File: src/design/danu_pkg.sv
// ----------------------------------------------------------------------------
// Dual-axis normalizer package
// Widths, reset constants, register indexes and the divider interface types.
// ----------------------------------------------------------------------------
package danu_pkg;

    localparam int SAMPLE_BITS = 12;
    localparam int LEVEL_W     = 7;
    localparam int QUO_W       = LEVEL_W;
    localparam int DEN_W       = SAMPLE_BITS;
    localparam int NUM_W       = SAMPLE_BITS + LEVEL_W;
    localparam int DSH_W       = DEN_W + QUO_W - 1;
    localparam int CNT_W       = $clog2(QUO_W + 1);
    localparam int XPROD_W     = 2 * LEVEL_W;
    localparam int CFG_IDX_W   = 1;

    localparam logic [SAMPLE_BITS-1:0] RANGE_MIN_RESET = SAMPLE_BITS'(2400);
    localparam logic [SAMPLE_BITS-1:0] RANGE_MAX_RESET = SAMPLE_BITS'(2800);
    localparam logic [LEVEL_W-1:0]     LEVEL_FULL      = LEVEL_W'(100);
    localparam logic [LEVEL_W-1:0]     XTALK_RESET     = LEVEL_W'(10);
    localparam logic [LEVEL_W-1:0]     WARMUP_SAMPLES  = LEVEL_W'(100);

    localparam logic [CFG_IDX_W-1:0] CFG_BRAKE_XTALK    = 1'b0;
    localparam logic [CFG_IDX_W-1:0] CFG_THROTTLE_XTALK = 1'b1;

    typedef struct packed {
        logic             start;
        logic [NUM_W-1:0] num;
        logic [DEN_W-1:0] den;
    } t_div_req;

    typedef struct packed {
        logic             done;
        logic [QUO_W-1:0] quo;
    } t_div_rsp;

endpackage

File: src/design/danu_div.sv
// ----------------------------------------------------------------------------
// Shared restoring divider
// Produces a 7-bit quotient one bit per cycle. The caller guarantees that the
// quotient fits, that is num < 128 * den.
// ----------------------------------------------------------------------------
module danu_div (
    input  logic                i_clk,
    input  logic                i_rst_n,
    input  danu_pkg::t_div_req  i_req,
    output danu_pkg::t_div_rsp  o_rsp
);

    logic [danu_pkg::NUM_W-1:0] r_rem;
    logic [danu_pkg::DSH_W-1:0] r_dsh;
    logic [danu_pkg::QUO_W-1:0] r_quo;
    logic [danu_pkg::CNT_W-1:0] r_cnt;
    logic                       r_busy;
    logic                       r_done;
    logic                       fits;

    assign fits = r_rem >= danu_pkg::NUM_W'(r_dsh);

    always_ff @(posedge i_clk) begin
        if (!i_rst_n) begin
            r_busy <= 1'b0;
            r_done <= 1'b0;
            r_cnt  <= '0;
        end else begin
            r_done <= 1'b0;
            if (i_req.start) begin
                r_busy <= 1'b1;
                r_cnt  <= danu_pkg::CNT_W'(danu_pkg::QUO_W);
            end else if (r_busy) begin
                r_cnt <= r_cnt - 1'b1;
                if (r_cnt == danu_pkg::CNT_W'(1)) begin
                    r_busy <= 1'b0;
                    r_done <= 1'b1;
                end
            end
        end
    end

    always_ff @(posedge i_clk) begin
        if (i_req.start) begin
            r_rem <= i_req.num;
            r_dsh <= {i_req.den, {(danu_pkg::QUO_W-1){1'b0}}};
            r_quo <= '0;
        end else if (r_busy) begin
            if (fits) begin
                r_rem <= r_rem - danu_pkg::NUM_W'(r_dsh);
            end
            r_quo <= {r_quo[danu_pkg::QUO_W-2:0], fits};
            r_dsh <= r_dsh >> 1;
        end
    end

    assign o_rsp.done = r_done;
    assign o_rsp.quo  = r_quo;

endmodule

File: src/design/dual_axis_autorange_normalizer_unit.sv
// ----------------------------------------------------------------------------
// Dual-axis auto-ranging normalizer
// Maps a throttle/brake ADC pair onto 0..100 levels with auto-ranging and
// crosstalk compensation, using one shared serial divider.
// ----------------------------------------------------------------------------
// The input channel takes one beat carrying a throttle and a brake sample.
// The output channel gives one beat with the compensated levels per input.
// Both channels use valid and stall; a beat moves when valid is high and
// stall is low. Crosstalk percentages are written through the plain write
// port (index 0 brake, index 1 throttle); the user must write them only
// while the block is idle, which the block itself does not enforce. One
// item passes through a range update and four divisions on the shared
// divider: two range mappings and two crosstalk terms. A range mapping
// whose sample lies below its minimum or at or above its maximum skips the
// divider. The input stalls from acceptance until the result has entered
// the output register, so no new item is taken while one is in progress.
// The result sits in an output register, so a stalled receiver only
// holds up the block when a second result is ready before the first leaves.
// Reset restores the ranges to 2400..2800, restarts the 100-pair warm-up
// and sets both crosstalk percentages to 10.
// ----------------------------------------------------------------------------
module dual_axis_autorange_normalizer_unit (
    input  logic                                i_clk,
    input  logic                                i_rst_n,
    input  logic                                i_in_valid,
    output logic                                o_in_stall,
    input  logic [danu_pkg::SAMPLE_BITS-1:0]    i_throttle_sample,
    input  logic [danu_pkg::SAMPLE_BITS-1:0]    i_brake_sample,
    output logic                                o_out_valid,
    input  logic                                i_out_stall,
    output logic [danu_pkg::LEVEL_W-1:0]        o_throttle_level,
    output logic [danu_pkg::LEVEL_W-1:0]        o_brake_level,
    input  logic                                i_cfg_we,
    input  logic [danu_pkg::CFG_IDX_W-1:0]      i_cfg_index,
    input  logic [danu_pkg::LEVEL_W-1:0]        i_cfg_data
);

    localparam logic [2:0] S_IDLE  = 3'd0;
    localparam logic [2:0] S_WIDEN = 3'd1;
    localparam logic [2:0] S_PREP  = 3'd2;
    localparam logic [2:0] S_WAIT  = 3'd3;
    localparam logic [2:0] S_FIN   = 3'd4;

    logic [2:0]                          r_state;
    logic [2:0]                          n_state;
    logic [1:0]                          r_phase;
    logic [danu_pkg::SAMPLE_BITS-1:0]    r_thr_s;
    logic [danu_pkg::SAMPLE_BITS-1:0]    r_brk_s;
    logic [danu_pkg::LEVEL_W-1:0]        r_warm;
    logic [danu_pkg::SAMPLE_BITS-1:0]    r_thr_min;
    logic [danu_pkg::SAMPLE_BITS-1:0]    r_thr_max;
    logic [danu_pkg::SAMPLE_BITS-1:0]    r_brk_min;
    logic [danu_pkg::SAMPLE_BITS-1:0]    r_brk_max;
    logic [danu_pkg::LEVEL_W-1:0]        r_bpct;
    logic [danu_pkg::LEVEL_W-1:0]        r_tpct;
    logic [danu_pkg::LEVEL_W-1:0]        r_brk1;
    logic [danu_pkg::LEVEL_W-1:0]        r_thr1;
    logic [danu_pkg::LEVEL_W-1:0]        r_bx;
    logic [danu_pkg::LEVEL_W-1:0]        r_tx;
    logic                                r_out_valid;
    logic [danu_pkg::LEVEL_W-1:0]        r_thr_lvl;
    logic [danu_pkg::LEVEL_W-1:0]        r_brk_lvl;

    logic                                in_acc;
    logic                                out_free;
    logic [danu_pkg::SAMPLE_BITS-1:0]    sel_s;
    logic [danu_pkg::SAMPLE_BITS-1:0]    sel_lo;
    logic [danu_pkg::SAMPLE_BITS-1:0]    sel_hi;
    logic                                below;
    logic                                above;
    logic                                is_rng;
    logic                                direct;
    logic [danu_pkg::LEVEL_W-1:0]        direct_val;
    logic [danu_pkg::SAMPLE_BITS-1:0]    diff;
    logic [danu_pkg::SAMPLE_BITS-1:0]    span;
    logic [danu_pkg::NUM_W-1:0]          prod_rng;
    logic [danu_pkg::LEVEL_W-1:0]        xt_lvl;
    logic [danu_pkg::LEVEL_W-1:0]        xt_pct;
    logic [danu_pkg::XPROD_W-1:0]        prod_xt;
    logic                                store;
    logic [danu_pkg::LEVEL_W-1:0]        store_val;
    logic [danu_pkg::LEVEL_W-1:0]        brk2;
    logic [danu_pkg::LEVEL_W-1:0]        thr2;
    danu_pkg::t_div_req                  div_req;
    danu_pkg::t_div_rsp                  div_rsp;

    assign in_acc   = i_in_valid && (r_state == S_IDLE);
    assign out_free = !r_out_valid || !i_out_stall;

    assign sel_s  = r_phase[0] ? r_thr_s   : r_brk_s;
    assign sel_lo = r_phase[0] ? r_thr_min : r_brk_min;
    assign sel_hi = r_phase[0] ? r_thr_max : r_brk_max;
    assign below  = sel_s < sel_lo;
    assign above  = sel_s >= sel_hi;
    assign diff   = sel_s - sel_lo;
    assign span   = sel_hi - sel_lo;
    assign prod_rng = danu_pkg::NUM_W'(diff) * danu_pkg::NUM_W'(danu_pkg::LEVEL_FULL);

    assign xt_lvl  = r_phase[0] ? r_brk1 : r_thr1;
    assign xt_pct  = r_phase[0] ? r_tpct : r_bpct;
    assign prod_xt = danu_pkg::XPROD_W'(xt_lvl) * danu_pkg::XPROD_W'(xt_pct);

    assign is_rng     = !r_phase[1];
    assign direct     = is_rng && (below || above);
    assign direct_val = below ? '0 : danu_pkg::LEVEL_FULL;

    assign div_req.start = (r_state == S_PREP) && !direct;
    assign div_req.num   = is_rng ? prod_rng : danu_pkg::NUM_W'(prod_xt);
    assign div_req.den   = is_rng ? span : danu_pkg::DEN_W'(danu_pkg::LEVEL_FULL);

    assign store     = ((r_state == S_PREP) && direct) || ((r_state == S_WAIT) && div_rsp.done);
    assign store_val = (r_state == S_PREP) ? direct_val : div_rsp.quo;

    assign brk2 = (r_brk1 > r_bx) ? r_brk1 - r_bx : '0;
    assign thr2 = (r_thr1 > r_tx) ? r_thr1 - r_tx : '0;

    danu_div u_div (
        .i_clk   (i_clk),
        .i_rst_n (i_rst_n),
        .i_req   (div_req),
        .o_rsp   (div_rsp)
    );

    always_comb begin
        n_state = r_state;
        unique case (r_state) inside
            S_IDLE: begin
                if (in_acc) begin
                    n_state = S_WIDEN;
                end
            end
            S_WIDEN: begin
                n_state = S_PREP;
            end
            S_PREP, S_WAIT: begin
                if (store) begin
                    n_state = (r_phase == 2'd3) ? S_FIN : S_PREP;
                end else if (r_state == S_PREP) begin
                    n_state = S_WAIT;
                end
            end
            S_FIN: begin
                if (out_free) begin
                    n_state = S_IDLE;
                end
            end
            default: begin
                n_state = S_IDLE;
            end
        endcase
    end

    always_ff @(posedge i_clk) begin
        if (!i_rst_n) begin
            r_state     <= S_IDLE;
            r_phase     <= '0;
            r_warm      <= '0;
            r_thr_min   <= danu_pkg::RANGE_MIN_RESET;
            r_thr_max   <= danu_pkg::RANGE_MAX_RESET;
            r_brk_min   <= danu_pkg::RANGE_MIN_RESET;
            r_brk_max   <= danu_pkg::RANGE_MAX_RESET;
            r_bpct      <= danu_pkg::XTALK_RESET;
            r_tpct      <= danu_pkg::XTALK_RESET;
            r_out_valid <= 1'b0;
        end else begin
            r_state <= n_state;
            if (i_cfg_we) begin
                unique case (i_cfg_index)
                    danu_pkg::CFG_BRAKE_XTALK:    r_bpct <= i_cfg_data;
                    danu_pkg::CFG_THROTTLE_XTALK: r_tpct <= i_cfg_data;
                    default: ;
                endcase
            end
            if (r_state == S_WIDEN) begin
                r_phase <= '0;
                if (r_warm < danu_pkg::WARMUP_SAMPLES) begin
                    r_warm <= r_warm + 1'b1;
                end else begin
                    if (r_thr_s > r_thr_max) begin
                        r_thr_max <= r_thr_s;
                    end
                    if (r_thr_s < r_thr_min) begin
                        r_thr_min <= r_thr_s;
                    end
                    if (r_brk_s > r_brk_max) begin
                        r_brk_max <= r_brk_s;
                    end
                    if (r_brk_s < r_brk_min) begin
                        r_brk_min <= r_brk_s;
                    end
                end
            end
            if (store) begin
                r_phase <= r_phase + 1'b1;
            end
            if ((r_state == S_FIN) && out_free) begin
                r_out_valid <= 1'b1;
            end else if (!i_out_stall) begin
                r_out_valid <= 1'b0;
            end
        end
    end

    always_ff @(posedge i_clk) begin
        if (in_acc) begin
            r_thr_s <= i_throttle_sample;
            r_brk_s <= i_brake_sample;
        end
        if (store) begin
            case (r_phase)
                2'd0:    r_brk1 <= store_val;
                2'd1:    r_thr1 <= store_val;
                2'd2:    r_bx   <= store_val;
                default: r_tx   <= store_val;
            endcase
        end
        if ((r_state == S_FIN) && out_free) begin
            r_thr_lvl <= thr2;
            r_brk_lvl <= brk2;
        end
    end

    assign o_in_stall       = (r_state != S_IDLE);
    assign o_out_valid      = r_out_valid;
    assign o_throttle_level = r_thr_lvl;
    assign o_brake_level    = r_brk_lvl;

endmodule

File: config.mk
export PLATFORM = sky130hd
export DESIGN_NAME = dual_axis_autorange_normalizer_unit
export DESIGN_NICKNAME = d
export VERILOG_FILES = /design/src/design/danu_pkg.sv /design/src/design/danu_div.sv /design/src/design/dual_axis_autorange_normalizer_unit.sv
export SDC_FILE = /design/constraint.sdc
export NUM_CORES = 1
export LEC_CHECK = 0
export BUFFER_PORTS_ARGS = -buffer_cell sky130_fd_sc_hd__buf_2
export CAP_MARGIN = 0
export CORE_ASPECT_RATIO = 1.75
export CORE_MARGIN = 5
export CORE_UTILIZATION = 55
export DETAILED_ROUTE_END_ITERATION = 10
export MAX_ROUTING_LAYER = met4
export PLACE_DENSITY = 0.81
export SKIP_LAST_GASP = 1
export SLEW_MARGIN = 15
export SYNTH_ARGS = -nofsm -noshare
export SYNTH_HDL_FRONTEND = slang
export SYNTH_SLANG_ARGS = --single-unit
File: constraint.sdc
create_clock -name i_clk -period 6.32 [get_ports i_clk]
set_clock_uncertainty 0.1 [all_clocks]
set_input_delay 0.316 -clock i_clk [delete_from_list [all_inputs] [get_ports i_clk]]
set_output_delay 0.316 -clock i_clk [all_outputs]
set_load 0.1 [all_outputs]
==> flow_summary.toml <==
[pwr]
p_total_mw = 4.87
irDropWorstVdd_uv = 237
cellPowerDensity_mw_per_mm2 = 305
p_leak_nw = 7.17

[global_route]
grt_max_degree = 66
gr-usage-all-layers_pct = 26.7
grt_pass1_vias = 12000
grt_overflow = 0
antenna_found_initial = 0
grt_pass1_wl_um = 60500

[cells_and_area]
multiInputGateArea_mm2 = 0.00886
num-nets-final = 1889
antenna_cells = 0
design_area_mm2 = 0.0160
drive_gt1_share_pct = 9.10
ff_latch_area_mm2 = 0.00478
syn_to_final_growth_pct = 10.7
fill_cells = 2181

[cts]
cts_buffers = 17
root_buffer = "clkbuf_16"
clock_path_buffers = 2
clkTransAtPathRegs_ps = 80
cts_max_level = 4
insertion_delay_ps = 470
post_cts_buffers = 0
cts_tree = "done"
cts.sinks = 190

[timing]
max_freq_mhz = 176
max_slew_margin_pct = 23.0
timing.final.hold_violations = 0
slew_viol_final = 0
setup_viol = 0
rsz0062_at_grt = "false"
fin_ws_ps = 628
fin_setup_tns_ps = 0
tightest_slew_ps = 1150
period_needed_ps = 5690
final.period_utilization_pct = 90.1

[route]
post_drt_wl_per_cell_um = 19.5
vias = 11700
drt_wl_total_um = 38200
drc = 1
drt_first_pass_iters = 10
post_drt_via_cell_ratio = 5.99
drt_iter0_drc = 640
ant_nets = 0

[critical_path]
cp.arrival_ps = 5800
worst_ep_required_time_ps = 6430
crit_path_end_kind = "register"
critPathKind = "register to register"
path_max_fanout = 38
start_kind = "register"
r2r_cells = 22

[place]
place_ws_ps = 638
placed_cell_area_mm2 = 0.0151
io_buffers = 52
routabilityCongestion = 0.965
place_hpwl_um = 30500

[min_path]
hp-class = "input port to register"
min_path_cells = 3

[synthesis]
synthCells = 1549
synth_flop_cell = "edfxtp_1"
synth_nets = 1814
ys_types = 80
synth_warnings = 0
syn_area_mm2 = 0.0144
postSynthAreaPerCell_um2 = 9.31
ys_seq_elements = 190
synth_edf_count = 97
ys_seq_area_share_pct = 33.1
ys_async_sr_fraction_pct = 0

[floorplanning]
core_mm2 = 0.0260
initial_core_util_pct = 55.6
fp.dieH_um = 224
core.rowCount = 78
dieArea_mm2 = 0.0297
die_w_um = 132
ios = 53

[job]
drv_cap = 0

[status]
outcome = "finished with violations"
violations = "DRC"
==> worst paths after layout <==
path                 start         endpoint  slack, ps
min reg2reg   r_brk_min[0]     r_brk_min[0]        390
max reg2reg     r_phase[0]  u_div.r_rem[18]        630
min          i_cfg_data[6]        r_tpct[6]         20
max             r_phase[0]  u_div.r_rem[18]        630
==> sequential cells by signal (all words and copies together), names as in the netlist, 12 cells and up <==
register,flops
r_brk_max,12
r_thr_max,12
r_thr_s,12
r_thr_min,12
u_div.r_rem,19
r_brk_min,12
r_brk_s,12
u_div.r_dsh,18
==> layout make-up <==
class | count | share of cell area (%)
tap | 320 | 2.51
sequential | 190 | 29.9
clock buffer | 17 | 2.66
multi-input combinational | 1154 | 55.5
inverter | 165 | 3.88
timing repair buffer | 96 | 4.20
clock inverter | 15 | 1.38
==> metal layers <==
metal	track usage, %	part of all wire [%]	vias up	routed length, um
met5	-	0	-	0
met4	18.6	8.2	0	3140
met3	3.89	3.3	163	1260
met2	50.9	55	351	21100
met1	23.7	33	5584	12700
li1	-	-	5624	-
==> report_power, final <==
group	total [mW]	internal, mW	switching [mW]
clock	1.18	0.590	0.594
combinational	2.19	0.921	1.27
sequential	1.49	1.42	0.0766
total	4.87	2.93	1.94
==> placed cells by master, fill, tap and decap left out, drive strengths merged, types with 4 or more instances in the layout <==
cell	instances
a211o	6
o22ai	9
nand4	13
o211ai	8
mux2	12
a21o	31
o21bai	4
and4	4
ha	193
nand3	38
a31oi	7
and3	8
a21oi	84
clkinv	4
or3	6
dlygate4sd3	27
nor4	5
nor2	146
o21a	22
nor2b	19
a211oi	14
fa	35
o21ai	62
a22oi	5
xnor2	36
nand3b	5
nand2	132
or2	13
buf	69
mux2i	87
inv	175
xor2	28
o31ai	8
clkbuf	17
and2	8
nand2b	18
edfxtp	97
a21boi	20
nor3	29
dfxtp	93
==> cells in the mapped netlist (6+ instances only) <==
cell | instances | area, um2
ha_1 | 193 | 2410
inv_1 | 164 | 616
nor2_1 | 144 | 541
nand2_1 | 131 | 492
edfxtp_1 | 97 | 2910
dfxtp_1 | 93 | 1860
mux2i_1 | 87 | 871
a21oi_1 | 84 | 420
o21ai_0 | 61 | 305
nand3_1 | 38 | 190
xnor2_1 | 36 | 315
fa_1 | 35 | 701
a21o_1 | 31 | 233
nor3_1 | 28 | 140
xor2_1 | 28 | 245
clkbuf_1 | 26 | 97.6
o21a_1 | 22 | 165
a21boi_0 | 20 | 150
nor2b_1 | 18 | 113
nand2b_1 | 17 | 106
a211oi_1 | 13 | 97.6
nand4_1 | 13 | 81.3
or2_2 | 13 | 81.3
mux2_2 | 12 | 135
o22ai_1 | 9 | 56.3
and2_1 | 8 | 50.1
and3_1 | 8 | 50.1
o211ai_1 | 8 | 60.1
a31oi_1 | 7 | 43.8
o31ai_1 | 7 | 52.6
a211o_1 | 6 | 52.6
buf_2 | 6 | 30.0
or3_1 | 6 | 37.5
==> critical path, cell delays in order (launching register included) <==
cell and delay (ps):
dfxtp_2 360, buf_12 220, mux2i_1 330, ha_1 250, inv_1 60, fa_1 420, a211oi_1 350, o21bai_1 130
a21oi_1 310, xnor2_1 240, ha_1 300, ha_1 280, inv_1 50, fa_1 520, inv_1 40, ha_1 340
o21ai_0 200, nand2b_1 90, o41ai_1 80, o21ai_0 240, a31oi_1 240, xor2_1 170, o22ai_1 90
==> per-stage QoR <==
step,hold WS [ps],utilization (%),instances
after floorplan,315,-,1549
after global placement,352,58.0,1898
after detailed placement,373,58.0,1898
after CTS,0.817,61.5,1957
after global routing,19.2,61.5,1957
final,18.5,61.5,1957
==> cells by family after synthesis <==
family          after synthesis  share of synthesized area, %
simple gates                452                          14.6
xor+xnor                     64                          3.89
mux                          99                          6.97
fa+ha+maj                   228                          21.6
compound gates              311                          14.3
flops                       190                          33.1
buf+inv                     205                          5.52
==> timing repair <==
item	in CTS	in global routing
resized for setup	0	0
hold buffers	27	0
endpoints found under the hold margin	29	0
(Power assumes the default switching activity.)
